[config.mk]
export PLATFORM = sky130hd
export DESIGN_NAME = square_path_drive_turn_controller
export DESIGN_NICKNAME = d
export VERILOG_FILES = /design/src/hdl/sqdrv_pkg.sv /design/src/hdl/sqdrv_drive_law.sv /design/src/hdl/square_path_drive_turn_controller.sv
export VERILOG_INCLUDE_DIRS = /design/src /design/src/hdl
export SDC_FILE = /design/constraint.sdc
export NUM_CORES = 2
export LEC_CHECK = 0
export BUFFER_PORTS_ARGS = -buffer_cell sky130_fd_sc_hd__buf_2
export CAP_MARGIN = 25
export CORE_MARGIN = 2
export CORE_UTILIZATION = 65
export DETAILED_ROUTE_END_ITERATION = 10
export PLACE_DENSITY = 0.88
export SLEW_MARGIN = 5
export SYNTH_ARGS = -nofsm -noshare
export SYNTH_HDL_FRONTEND = slang
export SYNTH_SLANG_ARGS = --single-unit
[constraint.sdc]
create_clock -name clock -period 45 [get_ports clock]
set_clock_uncertainty 0.1 [all_clocks]
set_input_delay 9 -clock clock [delete_from_list [all_inputs] [get_ports clock]]
set_output_delay 9 -clock clock [all_outputs]
set_load 0.01 [all_outputs]
[src/hdl/square_path_drive_turn_controller_macros.svh]
// Assertion macros used by the square path controller top module.
`ifndef SQUARE_PATH_DRIVE_TURN_CONTROLLER_MACROS_SVH
`define SQUARE_PATH_DRIVE_TURN_CONTROLLER_MACROS_SVH
`ifndef ASSERT_OFF
// Same-cycle implication, checked outside reset.
`define SQDRV_ASSERT_IMP(lbl, clk, rst, ante, cons) \
   lbl: assert property (@(posedge clk) disable iff (rst) (ante) |-> (cons)) \
      else $error("sqdrv assertion failed");
// Next-cycle implication, checked outside reset.
`define SQDRV_ASSERT_NXT(lbl, clk, rst, ante, cons) \
   lbl: assert property (@(posedge clk) disable iff (rst) (ante) |=> (cons)) \
      else $error("sqdrv assertion failed");
`else
`define SQDRV_ASSERT_IMP(lbl, clk, rst, ante, cons)
`define SQDRV_ASSERT_NXT(lbl, clk, rst, ante, cons)
`endif
`endif

[src/hdl/sqdrv_pkg.sv]
`default_nettype none

package sqdrv_pkg;

   // fixed point format of lengths, speeds, angles and gains
   localparam int FRAC_BITS  = 12;
   localparam int ROUND_HALF = 1 << (FRAC_BITS - 1);

   // field widths
   localparam int POS_W   = 16;
   localparam int HEAD_W  = 15;
   localparam int LEN_W   = 15;
   localparam int MAR_W   = 12;
   localparam int GAIN_W  = 14;
   localparam int SPEED_W = 14;
   localparam int ANG_W   = 18;
   localparam int ANGLE_W = 17;   // heading differences and angle constants
   localparam int CROSS_W = 18;   // cross-track error
   localparam int CSR_IDX_W  = 3;
   localparam int CSR_DATA_W = 15;

   // angle constants, real value times 2^FRAC_BITS rounded to nearest
   localparam logic signed [ANGLE_W-1:0] K_TURN_END    = 17'sd5820;   // pi/2 - 0.15
   localparam logic signed [ANGLE_W-1:0] K_HALF_PI     = 17'sd6434;
   localparam logic signed [ANGLE_W-1:0] K_PI          = 17'sd12868;
   localparam logic signed [ANGLE_W-1:0] K_ONE_HALF_PI = 17'sd19302;  // 3*pi/2
   localparam logic signed [ANGLE_W-1:0] K_ONE_SIX_PI  = 17'sd20589;
   localparam logic signed [ANGLE_W-1:0] K_TWO_PI      = 17'sd25736;

   // register indexes
   localparam logic [CSR_IDX_W-1:0] CSR_SIDE_LENGTH   = 3'd0;
   localparam logic [CSR_IDX_W-1:0] CSR_ARRIVE_MARGIN = 3'd1;
   localparam logic [CSR_IDX_W-1:0] CSR_DRIVE_SPEED   = 3'd2;
   localparam logic [CSR_IDX_W-1:0] CSR_TURN_RATE     = 3'd3;
   localparam logic [CSR_IDX_W-1:0] CSR_HEADING_GAIN  = 3'd4;
   localparam logic [CSR_IDX_W-1:0] CSR_CROSS_GAIN    = 3'd5;

   // modes
   localparam logic MODE_DRIVE = 1'b0;
   localparam logic MODE_TURN  = 1'b1;

   // sides of the square
   localparam logic [1:0] SIDE_0 = 2'd0;
   localparam logic [1:0] SIDE_1 = 2'd1;
   localparam logic [1:0] SIDE_2 = 2'd2;
   localparam logic [1:0] SIDE_3 = 2'd3;

   typedef struct packed {
      logic [LEN_W-1:0]   side_length;
      logic [MAR_W-1:0]   arrive_margin;
      logic [SPEED_W-1:0] drive_speed;
      logic [SPEED_W-1:0] turn_rate;
      logic [GAIN_W-1:0]  heading_gain;
      logic [GAIN_W-1:0]  cross_gain;
   } cfg_type;

endpackage

`default_nettype wire

[src/hdl/sqdrv_drive_law.sv]
`default_nettype none

// Proportional steering law on heading error and cross-track error.
module sqdrv_drive_law (
   input  wire logic [1:0]                             side,
   input  wire logic signed [sqdrv_pkg::POS_W-1:0]     pos_x,
   input  wire logic signed [sqdrv_pkg::POS_W-1:0]     pos_y,
   input  wire logic signed [sqdrv_pkg::HEAD_W-1:0]    heading,
   input  wire sqdrv_pkg::cfg_type                     cfg,
   output logic signed [sqdrv_pkg::ANG_W-1:0]          angular_speed
);

   localparam int PH_W  = sqdrv_pkg::GAIN_W + 1 + sqdrv_pkg::ANGLE_W;
   localparam int PE_W  = sqdrv_pkg::GAIN_W + 1 + sqdrv_pkg::CROSS_W;
   localparam int SUM_W = PE_W + 2;
   localparam int RND_W = SUM_W - sqdrv_pkg::FRAC_BITS;

   localparam logic signed [RND_W-1:0] SAT_MAX =
      RND_W'((1 <<< (sqdrv_pkg::ANG_W - 1)) - 1);
   localparam logic signed [RND_W-1:0] SAT_MIN =
      RND_W'(-(1 <<< (sqdrv_pkg::ANG_W - 1)));

   logic signed [sqdrv_pkg::ANGLE_W-1:0] tgt;
   logic signed [sqdrv_pkg::ANGLE_W-1:0] t_raw;
   logic signed [sqdrv_pkg::ANGLE_W-1:0] t_wrap;
   logic signed [sqdrv_pkg::CROSS_W-1:0] x_ext;
   logic signed [sqdrv_pkg::CROSS_W-1:0] y_ext;
   logic signed [sqdrv_pkg::CROSS_W-1:0] len_ext;
   logic signed [sqdrv_pkg::CROSS_W-1:0] cross_err;
   logic signed [PH_W-1:0]               prod_h;
   logic signed [PE_W-1:0]               prod_e;
   logic signed [SUM_W-1:0]              sum;
   logic signed [RND_W-1:0]              rnd;

   assign x_ext   = sqdrv_pkg::CROSS_W'(pos_x);
   assign y_ext   = sqdrv_pkg::CROSS_W'(pos_y);
   assign len_ext = $signed({{(sqdrv_pkg::CROSS_W - sqdrv_pkg::LEN_W){1'b0}},
                             cfg.side_length});

   // pick target heading and cross-track error of the current side
   always_comb begin
      unique case (side)
         sqdrv_pkg::SIDE_0: begin
            tgt       = '0;
            cross_err = y_ext;
         end
         sqdrv_pkg::SIDE_1: begin
            tgt       = sqdrv_pkg::K_HALF_PI;
            cross_err = x_ext - len_ext;
         end
         sqdrv_pkg::SIDE_2: begin
            tgt       = sqdrv_pkg::K_PI;
            cross_err = y_ext - len_ext;
         end
         default: begin
            tgt       = sqdrv_pkg::K_ONE_HALF_PI;
            cross_err = x_ext;
         end
      endcase
   end

   // wrap heading error by a full turn when it runs past three quarters
   assign t_raw = tgt - sqdrv_pkg::ANGLE_W'(heading);

   always_comb begin
      priority if (t_raw > sqdrv_pkg::K_ONE_HALF_PI) begin
         t_wrap = t_raw - sqdrv_pkg::K_TWO_PI;
      end else if (t_raw < -sqdrv_pkg::K_ONE_HALF_PI) begin
         t_wrap = t_raw + sqdrv_pkg::K_TWO_PI;
      end else begin
         t_wrap = t_raw;
      end
   end

   // weigh both errors, round half up, saturate
   assign prod_h = PH_W'($signed({1'b0, cfg.heading_gain})) * PH_W'(t_wrap);
   assign prod_e = PE_W'($signed({1'b0, cfg.cross_gain})) * PE_W'(cross_err);
   assign sum    = SUM_W'(prod_h) + SUM_W'(prod_e) + SUM_W'(sqdrv_pkg::ROUND_HALF);
   assign rnd    = RND_W'(sum >>> sqdrv_pkg::FRAC_BITS);

   always_comb begin
      priority if (rnd > SAT_MAX) begin
         angular_speed = sqdrv_pkg::ANG_W'(SAT_MAX);
      end else if (rnd < SAT_MIN) begin
         angular_speed = sqdrv_pkg::ANG_W'(SAT_MIN);
      end else begin
         angular_speed = sqdrv_pkg::ANG_W'(rnd);
      end
   end

endmodule

`default_nettype wire

[src/hdl/square_path_drive_turn_controller.sv]
`default_nettype none

// Channel   Direction  Width  Handshake            Contents
// req       in         48     req_tvalid/tready    one odometry sample
// rsp       out        40     rsp_tvalid/tready    speed and turn rate command
// csr       in         15     csr_we               register write, no read-back
//
// An item passes from acceptance through the input register, then through
// the steering law into the result register. One item per cycle is
// sustained while results are taken; the mode and side state updates as the
// item leaves the input register, so the next item sees it at once.
// Reset (synchronous, active high) clears mode, side and valid flags and loads cfg defaults.
// A stalled result holds both stages; the input register still fills if empty.

`include "square_path_drive_turn_controller_macros.svh"

module square_path_drive_turn_controller (
   input  wire logic        clock,
   input  wire logic        reset,
   // pos_x [15:0], pos_y [31:16], heading [46:32], zero [47]
   input  wire logic [47:0] req_tdata,
   input  wire logic        req_tvalid,
   output logic             req_tready,
   // linear_speed [13:0], angular_speed [31:14], turn_started [32],
   // mode_now [33], side_now [35:34], zero [39:36]
   output logic [39:0]      rsp_tdata,
   output logic             rsp_tvalid,
   input  wire logic        rsp_tready,
   input  wire logic        csr_we,
   input  wire logic [sqdrv_pkg::CSR_IDX_W-1:0]  csr_index,
   input  wire logic [sqdrv_pkg::CSR_DATA_W-1:0] csr_wdata
);

   sqdrv_pkg::cfg_type cfg_ff;

   logic                                    in_valid_ff;
   logic                                    in_valid_in;
   logic signed [sqdrv_pkg::POS_W-1:0]      in_x_ff;
   logic signed [sqdrv_pkg::POS_W-1:0]      in_y_ff;
   logic signed [sqdrv_pkg::HEAD_W-1:0]     in_h_ff;

   logic                                    mode_ff;
   logic                                    mode_in;
   logic [1:0]                              side_ff;
   logic [1:0]                              side_in;
   logic signed [sqdrv_pkg::POS_W-1:0]      turn_heading_ff;

   logic                                    rsp_valid_ff;
   logic                                    rsp_valid_in;
   logic [sqdrv_pkg::SPEED_W-1:0]           lin_ff;
   logic signed [sqdrv_pkg::ANG_W-1:0]      ang_ff;
   logic                                    started_ff;
   logic                                    mode_out_ff;
   logic [1:0]                              side_out_ff;

   logic                                    req_fire;
   logic                                    advance;
   logic                                    work;
   logic                                    arrive;
   logic                                    turn_done;
   logic                                    started;
   logic signed [sqdrv_pkg::ANGLE_W-1:0]    x_ext;
   logic signed [sqdrv_pkg::ANGLE_W-1:0]    y_ext;
   logic signed [sqdrv_pkg::ANGLE_W-1:0]    lim_hi;
   logic signed [sqdrv_pkg::ANGLE_W-1:0]    lim_lo;
   logic signed [sqdrv_pkg::ANGLE_W-1:0]    hdiff;
   logic signed [sqdrv_pkg::ANGLE_W-1:0]    hdiff_abs;
   logic signed [sqdrv_pkg::ANG_W-1:0]      law_ang;
   logic [sqdrv_pkg::SPEED_W-1:0]           lin_in;
   logic signed [sqdrv_pkg::ANG_W-1:0]      ang_in;

   // handshake: result stage moves when empty or taken
   assign advance    = !rsp_valid_ff || rsp_tready;
   assign req_tready = !in_valid_ff || advance;
   assign req_fire   = req_tvalid && req_tready;
   assign work       = in_valid_ff && advance;

   assign in_valid_in  = req_fire || (in_valid_ff && !advance);
   assign rsp_valid_in = work || (rsp_valid_ff && !rsp_tready);

   // configuration registers
   always_ff @(posedge clock) begin
      if (reset) begin
         cfg_ff.side_length   <= sqdrv_pkg::LEN_W'(4096);
         cfg_ff.arrive_margin <= sqdrv_pkg::MAR_W'(82);
         cfg_ff.drive_speed   <= sqdrv_pkg::SPEED_W'(2048);
         cfg_ff.turn_rate     <= sqdrv_pkg::SPEED_W'(6434);
         cfg_ff.heading_gain  <= sqdrv_pkg::GAIN_W'(5793);
         cfg_ff.cross_gain    <= sqdrv_pkg::GAIN_W'(4096);
      end else if (csr_we) begin
         unique case (csr_index)
            sqdrv_pkg::CSR_SIDE_LENGTH:
               cfg_ff.side_length <= csr_wdata[sqdrv_pkg::LEN_W-1:0];
            sqdrv_pkg::CSR_ARRIVE_MARGIN:
               cfg_ff.arrive_margin <= csr_wdata[sqdrv_pkg::MAR_W-1:0];
            sqdrv_pkg::CSR_DRIVE_SPEED:
               cfg_ff.drive_speed <= csr_wdata[sqdrv_pkg::SPEED_W-1:0];
            sqdrv_pkg::CSR_TURN_RATE:
               cfg_ff.turn_rate <= csr_wdata[sqdrv_pkg::SPEED_W-1:0];
            sqdrv_pkg::CSR_HEADING_GAIN:
               cfg_ff.heading_gain <= csr_wdata[sqdrv_pkg::GAIN_W-1:0];
            sqdrv_pkg::CSR_CROSS_GAIN:
               cfg_ff.cross_gain <= csr_wdata[sqdrv_pkg::GAIN_W-1:0];
            default: begin
            end
         endcase
      end
   end

   // arrival at the end line of the current side
   assign x_ext  = sqdrv_pkg::ANGLE_W'(in_x_ff);
   assign y_ext  = sqdrv_pkg::ANGLE_W'(in_y_ff);
   assign lim_lo = $signed({{(sqdrv_pkg::ANGLE_W - sqdrv_pkg::MAR_W){1'b0}},
                            cfg_ff.arrive_margin});
   assign lim_hi = $signed({{(sqdrv_pkg::ANGLE_W - sqdrv_pkg::LEN_W){1'b0}},
                            cfg_ff.side_length}) - lim_lo;

   always_comb begin
      unique case (side_ff)
         sqdrv_pkg::SIDE_0: arrive = x_ext > lim_hi;
         sqdrv_pkg::SIDE_1: arrive = y_ext > lim_hi;
         sqdrv_pkg::SIDE_2: arrive = x_ext < lim_lo;
         default:           arrive = y_ext < lim_lo;
      endcase
   end

   // end of turn: about a quarter turn since the latch
   assign hdiff     = sqdrv_pkg::ANGLE_W'(in_h_ff) - sqdrv_pkg::ANGLE_W'(turn_heading_ff);
   assign hdiff_abs = hdiff[sqdrv_pkg::ANGLE_W-1] ? -hdiff : hdiff;
   assign turn_done = (hdiff > sqdrv_pkg::K_TURN_END || hdiff < -sqdrv_pkg::K_TURN_END)
                      && hdiff_abs < sqdrv_pkg::K_ONE_SIX_PI;

   // next mode and side
   always_comb begin
      mode_in = mode_ff;
      side_in = side_ff;
      started = 1'b0;
      unique case (mode_ff)
         sqdrv_pkg::MODE_DRIVE: begin
            if (arrive) begin
               mode_in = sqdrv_pkg::MODE_TURN;
               side_in = side_ff + 2'd1;
               started = 1'b1;
            end
         end
         default: begin
            if (turn_done) begin
               mode_in = sqdrv_pkg::MODE_DRIVE;
            end
         end
      endcase
   end

   sqdrv_drive_law u_law (
      .side          (side_in),
      .pos_x         (in_x_ff),
      .pos_y         (in_y_ff),
      .heading       (in_h_ff),
      .cfg           (cfg_ff),
      .angular_speed (law_ang)
   );

   // command from the mode after the update
   always_comb begin
      unique case (mode_in)
         sqdrv_pkg::MODE_TURN: begin
            lin_in = '0;
            ang_in = $signed({{(sqdrv_pkg::ANG_W - sqdrv_pkg::SPEED_W){1'b0}},
                              cfg_ff.turn_rate});
         end
         default: begin
            lin_in = cfg_ff.drive_speed;
            ang_in = law_ang;
         end
      endcase
   end

   // control state
   always_ff @(posedge clock) begin
      if (reset) begin
         in_valid_ff  <= 1'b0;
         rsp_valid_ff <= 1'b0;
         mode_ff      <= sqdrv_pkg::MODE_DRIVE;
         side_ff      <= sqdrv_pkg::SIDE_0;
      end else begin
         in_valid_ff  <= in_valid_in;
         rsp_valid_ff <= rsp_valid_in;
         if (work) begin
            mode_ff <= mode_in;
            side_ff <= side_in;
         end
      end
   end

   // payload: input register, turn latch, result register
   always_ff @(posedge clock) begin
      if (req_fire) begin
         in_x_ff <= $signed(req_tdata[15:0]);
         in_y_ff <= $signed(req_tdata[31:16]);
         in_h_ff <= $signed(req_tdata[46:32]);
      end
      if (work && started) begin
         turn_heading_ff <= sqdrv_pkg::POS_W'(in_h_ff);
      end
      if (work) begin
         lin_ff      <= lin_in;
         ang_ff      <= ang_in;
         started_ff  <= started;
         mode_out_ff <= mode_in;
         side_out_ff <= side_in;
      end
   end

   assign rsp_tvalid = rsp_valid_ff;
   assign rsp_tdata  = {4'b0000, side_out_ff, mode_out_ff, started_ff, ang_ff, lin_ff};

   // a started turn always reports turn mode with zero forward speed
   `SQDRV_ASSERT_IMP(a_start_in_turn, clock, reset, rsp_valid_ff && started_ff, mode_out_ff == sqdrv_pkg::MODE_TURN && lin_ff == '0)
   // entering turn mode advances the side by one
   `SQDRV_ASSERT_IMP(a_turn_advances_side, clock, reset, $rose(mode_ff), side_ff == 2'($past(side_ff) + 2'd1))
   // the side changes only on a turn start
   `SQDRV_ASSERT_IMP(a_side_only_on_start, clock, reset, side_ff != $past(side_ff) && !$past(reset), $rose(mode_ff))
   // a blocked input register keeps its item
   `SQDRV_ASSERT_NXT(a_input_held, clock, reset, in_valid_ff && !advance, in_valid_ff)

endmodule

`default_nettype wire
# Word level (Yosys, flattened, before mapping)
# Cells that the tools add are included.
# W data, S select, Z words.
# word_totals
register_bits,186
latch_bits,0
ram_bits,0
mem_bits_ro,0
input_bits,71
elab_cells,94
mem_count,0
# op_classes
addsub,11
n_mul,2
div_mod_pow,0
magnitude_cmp,11
eq_ne,9
n_shift,0
mux,15
bitwise_logic,0
reduce_logical,25
# ops
op,n
$mux W17,4
$pmux W18 S3,1
$pmux W15 S3,1
$add A35 B13 Y35 const B,1
$add A32 B33 Y34,1
$lt A17 B16 Y1 const B,2
$sub A16 B16 Y17,2
$mul A15 B18 Y33,1
$gt A16 B16 Y1,2
$lt A16 B13 Y1,2
$mul A15 B17 Y32,1
$gt A23 B18 Y1 const B,1
$lt A23 B18 Y1 const B,1
$mux W18,1
$add A17 B16 Y17 const B,1
$gt A17 B16 Y1 const B,1
$neg A16 Y17,1
$sub A16 B15 Y17,1
$sub A17 B16 Y17 const B,1
$gt A16 B14 Y1 const B,1
$lt A16 B14 Y1 const B,1
$sub A15 B12 Y16,1
$sub A15 B15 Y16,1
$mux W14,1
other kinds (16),42

# Depth between registers and ports, before layout
# depth
word_depth,18
depth_mapped,75
mapped_depth_nobuf,68

# Hierarchy
# Synthesis repeated with hierarchy kept, for this count alone.
# unflattened
cells_unflattened,3551
hier_area_um2,32240.9
# modules_own_cells
mod,instances,cells_each,area_per_inst_um2,seq_area_each_um2
sqdrv_drive_law,1,2564,22367.7,0.0
square_path_drive_turn_controller,1,987,9873.2,4704.5

# Least setup slack after synthesis
# OpenSTA, ideal clock, no wires.
# synth_path
path_type,input -> output
start,in rsp_tready
end,out req_tready
t_arrival_ns,9.314
required_ns,35.900
setup_slack_ns,26.586
stages,2
cell_sequence,nor2b_1 nand2_1
# synth_between
elab_chain_cells,2
# synth_lines
item,line,text
from (decl),square_path_drive_turn_controller.sv:28,"input wire logic rsp_tready,"
$logic_or A1 B1 Y1,square_path_drive_turn_controller.sv:73,assign advance = !rsp_valid_ff || rsp_tready;
$logic_or A1 B1 Y1,square_path_drive_turn_controller.sv:74,assign req_tready = !in_valid_ff || advance;
to (decl),square_path_drive_turn_controller.sv:23,"output logic req_tready,"
# Every way passes these cells.

# Worst setup path in the final report
# layout_path
start,reg cfg_ff[57] in the netlist's numbering
end,reg ang_ff[3] in the netlist's numbering (data pin)
# layout_between
elab_chain_cells,18
word_cells_on_any_way,31
classes_between,add/sub (6); mul (2); order compare (8); eq/ne (2); mux (12); reduce/logical (1)
# layout_lines
item,line,text
from (decl),square_path_drive_turn_controller.sv:34,sqdrv_pkg::cfg_type cfg_ff;
$sub A15 B12 Y16,square_path_drive_turn_controller.sv:116,cfg_ff.side_length}) - lim_lo;
$gt A16 B16 Y1 (on tied branches),"square_path_drive_turn_controller.sv:121, square_path_drive_turn_controller.sv:120",
$pmux W1 S3 *,square_path_drive_turn_controller.sv:119,unique case (side_ff)
$mux W2 *,square_path_drive_turn_controller.sv:140,if (arrive) begin
$mux W2 *,square_path_drive_turn_controller.sv:138,unique case (mode_ff)
named net side_in[0],square_path_drive_turn_controller.sv:45,logic [1:0] side_in;
$eq A2 B2 Y1 (tied with other cells),sqdrv_drive_law.sv:42,unique case (side)
$pmux W15 S3,sqdrv_drive_law.sv:42,
[... 4 more ...],n/a,
$mul A15 B17 Y32,sqdrv_drive_law.sv:76,"assign prod_h = PH_W'($signed({1'b0, cfg.heading_gain})) * PH_W'(t_wrap);"
$add A32 B33 Y34 *,sqdrv_drive_law.sv:78,assign sum = SUM_W'(prod_h) + SUM_W'(prod_e) + SUM_W'(sqdrv_pkg::ROUND_HALF);
$add A35 B13 Y35 *,sqdrv_drive_law.sv:78,
$lt A23 B18 Y1,sqdrv_drive_law.sv:84,end else if (rnd < SAT_MIN) begin
$mux W18,sqdrv_drive_law.sv:84,
$mux W17 *,sqdrv_drive_law.sv:82,priority if (rnd > SAT_MAX) begin
$mux W14 *,square_path_drive_turn_controller.sv:165,unique case (mode_in)
"named net ang_in, one bit",square_path_drive_turn_controller.sv:70,logic signed [sqdrv_pkg::ANG_W-1:0] ang_in;
to (signal assigned),square_path_drive_turn_controller.sv:207,ang_ff <= ang_in;
to (decl),square_path_drive_turn_controller.sv:51,logic signed [sqdrv_pkg::ANG_W-1:0] ang_ff;
# The timed path passes the listed nets; every way through them passes the cells marked *.
# A chain may end at the register's enable or synchronous reset.

==> results by stage <==
Clock tree:
- Clock tree synthesis found a total of approximately 190 sinks.
- The post-cts gate resize count is 0.
- For the worst-skew pair, the clock arrives at the later sink with an insertion delay of roughly 0.45 ns.
- The number of H-tree branching levels is 4.
- The total clock buffers created by CTS is 17.
- After clock tree synthesis, the flow added hold-fix buffers numbering 0.
- After clock tree synthesis, the clock-pin slew on the worst setup and hold paths is 0.08 ns.
- The number of buffers on the longest clock path is 2.
- The TritonCTS clock tree is built.
- The cell sitting at the root of the clock tree is a sky130_fd_sc_hd__clkbuf_16.
- The number of post-CTS setup repair buffers is 0.

Placement:
- The HPWL after detailed placement is 64.21 mm.
- The number of buffers inserted by port buffering is ~110.
- The global placer's final weighted congestion is ~0.96.
- The worst slack at placement is about 26 ns.

Timing:
- The upper clock frequency limit is approximately 52 MHz.
- The number of failing setup endpoints in the final timing report is 0.
- The final-report max-slew violation count is 0.
- Dividing the final minimum period by the clock period gives 0.4304.
- The setup slack after layout is between 20 and 30 ns.
- Hold is met by 0.3517 ns.
- The remaining max-slew budget at the tightest pin is 0.2937.
- Setup repair after global routing left no endpoint under its margin.
- The final-report hold violation count was 0.
- The slew at the pin closest to its max-slew limit is roughly 1.0 ns.
- The minimum clock period is a little under 20 ns.
- The setup TNS is 0 ns.

Final layout:
- The combined area of the multi-input logic cells is around 0.024 mm².
- The area growth from synthesis to layout is 5.559%.
- Registers take around 0.0047 mm².
- The filler cell count in the final layout is 3436.
- The count of nets after finishing is 4353.
- Of the cells placed in the final design, the portion with a size suffix greater than 1 is 0.07145.

Synthesis:
- Synthesis handed over a netlist of between 3000 and 4000 instances.
- In this run, synthesis produced a sequential element count of 186.
- Of the synthesized area, sequential elements account for 0.1500.
- The per-instance average area after synthesis is slightly above 9 µm².
- During synthesis, Yosys emitted a total of 0 warnings.
- Yosys mapped a number of flops with a built-in enable equal to 98.
- After synthesis, the netlist uses about 100 different library cells.
- The share of async-settable or async-resettable flops after synthesis is 0.
- The prevailing post-synth register cell is sky130_fd_sc_hd__edfxtp_1.
- The post-synthesis instance area is between 0.03 and 0.04 mm².

GRT:
- The via count of the first global-routing pass came to around 26000.
- The number of antenna violations at the first check in global routing is 3.
- The maximum number of pins on one net before global-route repair is a little under 90.
- For this run, the total global-route usage over all layers was measured as 0.3382.
- After global routing the overflow that remains totals 0.
- The first-pass GRT wire length is about 130 mm.

Detailed routing:
- The number of violations reported at the end of detailed-routing iteration 0 is ~2100.
- Using the TritonRoute via totals, the vias-per-cell ratio works out to between 6 and 7.
- The routed length per placed instance is between 15 and 20 µm.
- The iteration count of the initial detailed-routing pass is 6.
- The remaining antenna violation count after routing is 0.
- Summed over all layers, the routed wires come to between 80 and 90 mm.
- The routed layout has 24800 vias.
- For this run, design rule violations remaining after detail routing come to 0.

Setup path:
- The kind of end point of the critical path is a register.
- In this run the worst path has a maximum fanout of 17.
- The arrival time of data at the critical path endpoint is 19.52 ns.
- The register-to-register setup slack is approximately 26 ns.
- The slowest stage of the critical path belongs to the cell sky130_fd_sc_hd__nor4b_1.
- By instance count, the cell type seen most on the critical path is sky130_fd_sc_hd__fa_1.
- The startpoint of the most critical register-to-register path is cfg_ff[57]$_SDFFE_PP1P_.
- The stage delay of the slowest cell on the critical path is 0.87 ns.
- The critical path starts at cfg_ff[57]$_SDFFE_PP1P_.
- The required time of the worst setup path is between 40 and 50 ns.
- For the worst flop-to-flop path, the logic depth is about 60.
- The setup path with the least slack is of type register to register.
- The startpoint class of the critical path is a register.

Flow run:
- Max-cap violations in this run came to 0.

Floorplan:
- The core area is between 0.04 and 0.05 mm².
- For this configuration, the core starts out at a cell density of 0.6585.
- The die covers about 0.050 mm².
- The die outline width is about 220 µm.
- The number of ports placed on the die boundary is 113.
- From bottom edge to top edge, the die measures ~220 µm.
- After floorplanning, the core was divided into 80 placement rows.

Worst hold path:
- The worst hold path was traced through 2 stages.
- The start point of the worst hold path is cfg_ff[47]$_SDFFE_PP0P_.
- The path class of the lowest-slack min-delay path is register to register.

Outcome:
- The run finished with clean final reports.
-- metrics by stage --
stage | instances | util | instance area, µm²
final | 4130 | 0.6951 | 33120
after global routing | 4130 | 0.6951 | 33120
after CTS | 4127 | 0.6944 | 33090
after detailed placement | 4095 | 0.6819 | 32490
after global placement | 4093 | 0.6813 | 32460
after floorplan | 3464 | - | 31390
-- Yosys cell counts (all sizes together), types with 30 or more instances --
cell type  count  area (µm²)
inv          685        2571
fa           538       10770
nand2        465        1745
ha           244        3053
and2         196        1229
a21oi        163       819.5
clkbuf       104       390.4
edfxtp        98        2943
o21ai         96       480.5
nor2b         91       571.8
dfxtp         88        1762
nor2          87       326.6
xnor2         74       655.6
nor3          37       185.2
a21o          30       225.2
xor2          30       262.8
-- path summary, 6_finish.rpt --
| path | endpoint |
|---|---|
| min | cfg_ff[47]$_SDFFE_PP0P_ |
| min reg2reg | cfg_ff[47]$_SDFFE_PP0P_ |
| max reg2reg | ang_ff[3]$_DFFE_PP_ |
| max | ang_ff[3]$_DFFE_PP_ |
-- worst max-delay path: cells and delay by family, from the launching register on --
| kind | cells | cell delay, ns |
|---|---|---|
| simple gates | 15 | 4.52 |
| compound gates | 22 | 6.08 |
| buf+inv | 6 | 0.62 |
| flops | 1 | 0.30 |
| fa+ha+maj | 13 | 5.70 |
| xor+xnor | 5 | 1.84 |
-- final cells by class --
type / count / share of cell area
multi-input combinational: 2461 / 0.7124
sequential: 186 / 0.1421
inverter: 686 / 0.07775
timing repair buffer: 148 / 0.02645
tap: 615 / 0.02323
clock buffer: 19 / 0.01337
clock inverter: 13 / 0.004609
antenna: 2 / 0.0001511
-- per-layer routing --
| layer | share of wire | global-route usage | routed length [µm] | vias to the layer above |
|---|---|---|---|---|
| met5 | 0.00016 | 0 | 13 | - |
| met4 | 0.065 | 0.1935 | 5189 | 2 |
| met3 | 0.094 | 0.07017 | 7511 | 316 |
| met2 | 0.47 | 0.5559 | 37740 | 1221 |
| met1 | 0.37 | 0.4178 | 29780 | 12200 |
| li1 | - | - | - | 11060 |
-- placed cells by master (no fill, tap or decap), types with 14 or more instances in the layout --
cell	n
sky130_fd_sc_hd__and3_1	22
sky130_fd_sc_hd__and2_1	194
sky130_fd_sc_hd__o21ai_0	88
sky130_fd_sc_hd__nor2_1	87
sky130_fd_sc_hd__xnor2_1	69
sky130_fd_sc_hd__edfxtp_1	98
sky130_fd_sc_hd__o21a_1	23
sky130_fd_sc_hd__o31ai_1	19
sky130_fd_sc_hd__nor2b_1	89
sky130_fd_sc_hd__nand3b_1	16
sky130_fd_sc_hd__clkbuf_16	17
sky130_fd_sc_hd__nand2_1	465
sky130_fd_sc_hd__dfxtp_1	88
sky130_fd_sc_hd__nand3_1	24
sky130_fd_sc_hd__a21o_1	30
sky130_fd_sc_hd__fa_1	538
sky130_fd_sc_hd__inv_1	685
sky130_fd_sc_hd__nand2b_1	22
sky130_fd_sc_hd__a31oi_1	17
sky130_fd_sc_hd__a221oi_1	14
sky130_fd_sc_hd__nor3_1	37
sky130_fd_sc_hd__buf_2	107
sky130_fd_sc_hd__buf_4	39
sky130_fd_sc_hd__a211oi_1	17
sky130_fd_sc_hd__xor2_1	30
sky130_fd_sc_hd__ha_1	244
sky130_fd_sc_hd__a21oi_1	161
sky130_fd_sc_hd__o211ai_1	19
-- cell families after synthesis --
| logic type | synth area share |
|---|---|
| simple gates | 0.1683 |
| other cells | 0.0001195 |
| flops | 0.1500 |
| xor+xnor | 0.02927 |
| fa+ha+maj | 0.4406 |
| buf+inv | 0.09998 |
| mux | 0.004068 |
| compound gates | 0.1077 |
-- flip-flops by register name (all words and copies together) (netlist names) --
register and count:
ang_ff 18, cfg_ff 83, in_h_ff 15, in_valid_ff 1
in_x_ff 16, in_y_ff 16, lin_ff 14, mode_ff 1
mode_out_ff 1, rsp_tvalid 1, side_ff 2, side_out_ff 2
started_ff 1, turn_heading_ff 15
Power is left out: the tool's default activity adds up to more than one toggle a clock period on the data nets, which glitch-free logic cannot reach.
